`src/rtl/core/mrob_pkg.sv`:
```
// Shared types, register indexes and raster op helpers for the 1bpp blitter.
`default_nettype none

package mrob_pkg;

  localparam int PIX_W      = 7;
  localparam int CFG_IDX_W  = 3;
  localparam int CFG_DATA_W = 9;

  localparam logic [CFG_IDX_W-1:0] REG_ORIGIN_COL = 3'd0;
  localparam logic [CFG_IDX_W-1:0] REG_ORIGIN_ROW = 3'd1;
  localparam logic [CFG_IDX_W-1:0] REG_WIDTH      = 3'd2;
  localparam logic [CFG_IDX_W-1:0] REG_HEIGHT     = 3'd3;
  localparam logic [CFG_IDX_W-1:0] REG_MODE       = 3'd4;

  localparam logic [6:0] MODE_AND_A  = 7'd0;
  localparam logic [6:0] MODE_OR     = 7'd1;
  localparam logic [6:0] MODE_COPY_A = 7'd2;
  localparam logic [6:0] MODE_XOR    = 7'd3;
  localparam logic [6:0] MODE_AND_B  = 7'd4;
  localparam logic [6:0] MODE_COPY_B = 7'd5;

  typedef enum logic [2:0] {
    OP_NONE = 3'd0,
    OP_COPY = 3'd1,
    OP_AND  = 3'd2,
    OP_OR   = 3'd3,
    OP_XOR  = 3'd4
  } op_t;

  typedef struct packed {
    logic [5:0]        origin_col;
    logic signed [8:0] origin_row;
    logic [7:0]        width;
    logic [7:0]        height;
    logic [6:0]        mode;
  } cfg_t;

  typedef struct packed {
    logic [7:0]       row;
    logic [8:0]       col;
    logic [PIX_W-1:0] img;
    op_t              op;
    logic             wr;
    logic             eoi;
  } req_t;

  typedef struct packed {
    logic [7:0]       screen_row;
    logic [8:0]       screen_column_byte;
    logic [PIX_W-1:0] pixel_bits;
    logic             was_written;
    logic             end_of_image;
  } res_t;

  function automatic op_t decode_op(input logic [6:0] mode);
    op_t op;
    unique case (mode)
      MODE_COPY_A, MODE_COPY_B: op = OP_COPY;
      MODE_AND_A, MODE_AND_B:   op = OP_AND;
      MODE_OR:                  op = OP_OR;
      MODE_XOR:                 op = OP_XOR;
      default:                  op = OP_NONE;
    endcase
    return op;
  endfunction

  function automatic logic [PIX_W-1:0] apply_op(input op_t op,
                                                input logic [PIX_W-1:0] img,
                                                input logic [PIX_W-1:0] old);
    logic [PIX_W-1:0] res;
    unique case (op)
      OP_COPY: res = img;
      OP_AND:  res = img & old;
      OP_OR:   res = img | old;
      OP_XOR:  res = img ^ old;
      default: res = '0;
    endcase
    return res;
  endfunction

endpackage

`default_nettype wire

```
`src/rtl/core/mrob_walk.sv`:
```
// Image row/column walker: target position, clipping, op decode and store address.
`default_nettype none

module mrob_walk #(
  parameter int SCREEN_ROWS  = 192,
  parameter int SCREEN_BYTES = 40,
  parameter int AW           = 13
) (
  input  logic                clk,
  input  logic                rst_n,
  input  logic                fire,
  input  logic [7:0]          image_byte,
  input  mrob_pkg::cfg_t      cfg,
  output mrob_pkg::req_t      req,
  output logic [AW-1:0]       addr
);
  import mrob_pkg::*;

  logic [7:0]        row_cnt_r;
  logic [7:0]        row_cnt_nxt;
  logic [7:0]        col_cnt_r;
  logic [7:0]        col_cnt_nxt;
  logic signed [9:0] row_s;
  logic [8:0]        col;
  logic              on_screen;
  logic              last_col;
  logic              last_row;
  logic [15:0]       row_base;
  logic [15:0]       lin_addr;
  op_t               op;

  assign row_s     = {cfg.origin_row[8], cfg.origin_row} + {2'b00, row_cnt_r};
  assign col       = {3'b000, cfg.origin_col} + {1'b0, col_cnt_r};
  assign on_screen = !row_s[9] && (row_s[8:0] < 9'(SCREEN_ROWS)) &&
                     (col < 9'(SCREEN_BYTES));
  assign last_col  = ({1'b0, col_cnt_r} + 9'd1) >= {1'b0, cfg.width};
  assign last_row  = ({1'b0, row_cnt_r} + 9'd1) >= {1'b0, cfg.height};
  assign row_base  = 16'(row_s[7:0]) * 16'(SCREEN_BYTES);
  assign lin_addr  = row_base + {10'd0, col[5:0]};
  assign addr      = lin_addr[AW-1:0];
  assign op        = decode_op(cfg.mode);

  always_comb begin
    req.row = row_s[7:0];
    req.col = col;
    req.img = image_byte[PIX_W-1:0];
    req.op  = op;
    req.wr  = on_screen && (op != OP_NONE);
    req.eoi = last_col && last_row;
  end

  always_comb begin
    col_cnt_nxt = col_cnt_r;
    row_cnt_nxt = row_cnt_r;
    if (fire) begin
      if (last_col) begin
        col_cnt_nxt = '0;
        row_cnt_nxt = last_row ? 8'd0 : row_cnt_r + 8'd1;
      end else begin
        col_cnt_nxt = col_cnt_r + 8'd1;
      end
    end
  end

  always_ff @(posedge clk) begin
    if (!rst_n) begin
      row_cnt_r <= '0;
      col_cnt_r <= '0;
    end else begin
      row_cnt_r <= row_cnt_nxt;
      col_cnt_r <= col_cnt_nxt;
    end
  end

endmodule

`default_nettype wire

```
`config.mk`:
```
export PLATFORM = sky130hd
export DESIGN_NAME = mrob_walk
export DESIGN_NICKNAME = d
export VERILOG_FILES = /design/src/rtl/core/mrob_pkg.sv /design/src/rtl/core/mrob_walk.sv
export SDC_FILE = /design/constraint.sdc
export NUM_CORES = 1
export LEC_CHECK = 0
export ABC_CLOCK_PERIOD_IN_PS = 8700
export CELL_PAD_IN_SITES_DETAIL_PLACEMENT = 1
export CELL_PAD_IN_SITES_GLOBAL_PLACEMENT = 2
export CORE_UTILIZATION = 39
export DETAILED_ROUTE_END_ITERATION = 16
export DONT_BUFFER_PORTS = 1
export PLACE_DENSITY = 0.9
export SYNTH_ARGS = -nofsm -noshare
export SYNTH_HDL_FRONTEND = slang
export SYNTH_SLANG_ARGS = --single-unit
```
`constraint.sdc`:
```
create_clock -name clk -period 8.7 [get_ports clk]
set_input_delay 0.87 -clock clk [delete_from_list [all_inputs] [get_ports clk]]
set_output_delay 0.87 -clock clk [all_outputs]
set_load 0.005 [all_outputs]
```
**Yosys cells after proc, flatten, opt, wreduce, memory -nomap -nowiden**

Index checks and enable logic that the tools add are counted.

- Input bits: 49
- Flip-flop bits (word level): 16
- Word-level logic and storage cells: 32
- Output and inout bits: 42

- Reduce and logical (&&, ||, !) cells: 10
- Equal/unequal tests: 5
- $lt $le $gt $ge: 4
- Muxes and demuxes: 3
- Multipliers: 1
- $add $sub $neg: 7

Operators by type and width:

| cell | count |
|---|---|
| 8-bit by 1-bit adder with 9-bit output, second input constant | 2 |
| 9-bit by 8-bit >= comparator with 1-bit output | 2 |
| 8-bit by 1-bit adder with 8-bit output, second input constant | 2 |
| 8-bit two-way mux | 2 |
| 7-bit by 2-bit == test with 1-bit output, second input constant | 2 |
| 7-bit by 3-bit == test with 1-bit output, second input constant | 2 |
| 13-bit by 6-bit adder with 13-bit output | 1 |
| 3-bit one-hot mux with 4 select lines | 1 |
| 9-bit by 9-bit adder with 10-bit output | 1 |
| 8-bit by 3-bit multiplier with 10-bit output, second input constant | 1 |
| 6-bit by 8-bit adder with 9-bit output | 1 |
| 9-bit by 6-bit < comparator with 1-bit output, second input constant | 1 |
| 9-bit by 8-bit < comparator with 1-bit output, second input constant | 1 |
| 7-bit by 1-bit == test with 1-bit output, second input constant | 1 |
| 7-bit zero test | 1 |
| 1-bit logical AND | 4 |
| 2-bit OR reduction | 2 |
| 3-bit nonzero test | 1 |
| 2-bit AND reduction | 1 |
| 1-bit zero test | 1 |

**Longest topological paths before layout**

- Depth after elaboration: 5
- Mapped depth: 16
- Gate-level depth less buffers: 16

**Worst setup path after synthesis**

No wires, ideal clock.

- Kind: input to output
- Start: in cfg[23] (netlist bit)
- End: out addr[12]
- Path slack: 4.215 ns
- Stages: 16
- Arrival time: 3.615 ns
- Buffers on the path: 0
- Cells stage by stage: ha_1 inv_1 fa_1 nor2b_1 o211ai_1 nand2_1 a21oi_1 xnor2_1 ha_1 ha_1 o21ai_0 o21ai_1 a21oi_1 xnor2_1 nand4_1 xnor2_1

RTL lines:

| element | line | RTL |
|---|---|---|
| start, declared | mrob_walk.sv:13 | `input mrob_pkg::cfg_t cfg,` |
| end, declared | mrob_walk.sv:15 | `output logic [AW-1:0] addr` |

==> impl_metrics.tcl <==
set metrics [dict create \
    initial_core_util_pct 40.8 \
    crit_cells 16 \
    drtPass1Iterations 9 \
    wire_per_inst_um 16.3 \
    fillers 804 \
    die_w_um 84.0 \
    synth_edf_count 0 \
    postCtsHoldBufs 0 \
    antennaDiodeCount 0 \
    ys.flop_type "dfxtp_1" \
    synth_top_area_share_pct 22.4 \
    crit_arrival_ps 4090 \
    maxCapViolCount 0 \
    viasPerCell 5.66 \
    setup_violations 0 \
    syn2layout_area_growth_pct 1.81 \
    synth_area_leaders "ha_1 (22%), dfxtp_1 (12%), xnor2_1 (8.4%)" \
    drv_slew 0 \
    status "finished with violations" \
    netlist_area_sq_um 2620 \
    cts_root_buffer "clkbuf_8" \
    register_area_sq_um 320 \
    cpPeakStageDelay_ps 460 \
    synth-seq-cells 16 \
    die_y_um 84.0 \
    die_area_sq_um 7050 \
    period_share_pct 57.0 \
    grt_pass1_wl_um 10600 \
    critPathMaxFanout 4 \
    worst-path-buf-inv 1 \
    violations "DRC" \
    synth_most_common_cell "ha_1" \
    slowest_stage "xnor2_1" \
    switchingPower_w 0.0000768 \
    ios 91 \
    hpwl_um 5460 \
    routabilityCongestion 0.799 \
    ys_seq_area_share_pct 12.2 \
    worstPathCellList "ha_1 > inv_1 > fa_1 > nor2b_1 > o211ai_1 > nand2_1 > a21oi_1 > xnor2_1 > ha_1 > ha_1 > o21ai_0 > o21ai_1 > a21oi_1 > xnor2_1 > nand4_1 > xnor2_1" \
    h-tree-depth 1 \
    clock_skew_ps 2.09 \
    rsz0062_at_grt "no" \
    worstPathRequired_ps 7830 \
    start_kind "primary input" \
    cts_setup_buffers 0 \
    tightest_slew_ps 553 \
    core_area_sq_um 6420 \
    seq_power_share_pct 33.2 \
    grt_max_degree 16 \
    worst_path_dominant_cell_family "adder cells" \
    grt-ovfl-total 0 \
    synth_fp_nets 429 \
    max_slew_margin_pct 62.9 \
    timing.hold.ws_ps 557 \
    antenna_found_initial 0 \
    drc 12 \
    row_count 29 \
    placed_area_sq_um 2610 \
    cts_tree "yes" \
    drive_above_1_share_pct 6.33 \
    cts_sinks 16 \
    holdPathStages 2 \
    end_kind "output pin" \
    fin_util_pct 41.6 \
    grt_pass1_vias 2228 \
    p_comb_share_pct 37.6 \
    vias 2224 \
    io_buffers 0 \
    crit_type "primary input to output pin" \
    ff2ff_path_depth 11 \
    hold_viol_final 0 \
    yosys_warnings 0 \
    wl_um 6400 \
    synth_cell_types 57 \
    final_cell_area_sq_um 2670 \
    clkTransAtPathRegs_ps 70 \
    synth.avg_cell_area_sq_um 7.97 \
    yosys.area.top_type "ha_1" \
    synth_commonest_cells "ha_1 (47), inv_1 (33), a21oi_1 (29)" \
    p_leak_nw 1.17 \
    cts-buffers-inserted 3 \
    insertion_delay_ps 250 \
    timing.final.crit_period_ps 4960 \
    track_usage_pct 18.1 \
    clockBufferDepth 2 \
    netlist_instances 329 \
    cell_internal_pwr_w 0.000151 \
    first_iter_violations 78 \
    hold_path_class "register to register" \
    setup_tns_ps 0 \
    max_clock_freq_mhz 202 \
    drtAntennaViolNets 0 \
    powerDensity_nw_per_um2 85.2 \
    clockPowerShare_pct 29.2 \
    async_flop_share_pct 0 \
    multiInputGateArea_sq_um 2070 \
    final_nets 417 \
    sw_frac_of_total_pct 33.8 \
    irDropWorstVdd_mv 0.0383 \
    cts_resized 0 \
]
worst paths after layout:
check	startpoint	endpoint	slack [ps]
setup reg to reg	row_cnt_r[0]	row_cnt_r[0]	5440
setup / recovery	cfg[23]	addr[12]	3740
hold / removal	row_cnt_r[1]	row_cnt_r[1]	560
hold reg to reg	row_cnt_r[1]	row_cnt_r[1]	560
kinds of logic (layout without fill, tap and decap cells):
| family | after synthesis | count (layout) | synth area share, % |
|---|---|---|---|
| xor gates and xnor gates | 35 | 35 | 12.0 |
| and+or+nand+nor | 92 | 92 | 17.9 |
| DFF | 16 | 16 | 12.2 |
| muxes | 3 | 3 | 1.19 |
| adders and majority gates | 51 | 51 | 25.5 |
| buffers and inverters | 51 | 38 | 8.97 |
| AOI/OAI and AO/OA | 81 | 81 | 22.2 |
layout by cell type, fill, tap and decap left out, drive strengths merged, types with 5 or more instances in the layout:
master / n
xor2: 9
ha: 47
a211oi: 6
o22ai: 5
xnor2: 26
a21oi: 30
dfxtp: 16
o21ai: 12
or3: 5
nand2b: 7
nor2b: 6
nand3: 15
nand2: 27
inv: 33
nor2: 16
power by group through the flow:
stage / Clock, W / Combinational [W] / Sequential (W)
detailed placement: 0 / 0.0000861 / 0.0000773
floorplan: 0 / 0.0000782 / 0.0000765
global placement: 0 / 0.0000833 / 0.0000771
global route: 0.0000706 / 0.0000964 / 0.0000757
CTS: 0.0000682 / 0.0000866 / 0.0000756
finish: 0.0000664 / 0.0000854 / 0.0000756
state kept, by name, summed over array words and instances (netlist names):
signal,cells
col_cnt_r,8
row_cnt_r,8
worst reg2reg max path, cell delays in order, from the launching register on:
cell       delay, ps
dfxtp_1          490
ha_1             270
nand3_1          180
nor2_1           380
xor2_1           180
ha_1             250
and4_1           200
o2bb2ai_1        120
a31o_1           230
a311oi_4         490
nand2_2          190
o31ai_2          210
routing by layer:
metal | vias up | part of all wire (%) | GRT usage [%] | wire length (um)
li1 | 1128 | - | - | -
met1 | 1036 | 46 | 23.2 | 2960
met2 | 52 | 48 | 31.2 | 3070
met3 | 8 | 4.7 | 3.56 | 302
met4 | 0 | 1.2 | 3.76 | 75
met5 | - | 0 | 0 | 0
metrics by stage:
stage | cells | setup slack (ps) | total power [W]
floorplan | 329 | 4210 | 0.000155
global placement | 389 | 3820 | 0.000160
detailed placement | 389 | 3760 | 0.000163
CTS | 393 | 3750 | 0.000230
global route | 393 | 3480 | 0.000243
finish | 393 | 3740 | 0.000227
area by class of cell:
cell class	instances	area share, %
clock buffer	4	2.06
sequential	16	12.0
tap	77	3.61
multi-input combinational	262	77.4
timing repair buffer	1	0.281
inverter	33	4.64
(Power assumes the default switching activity.)
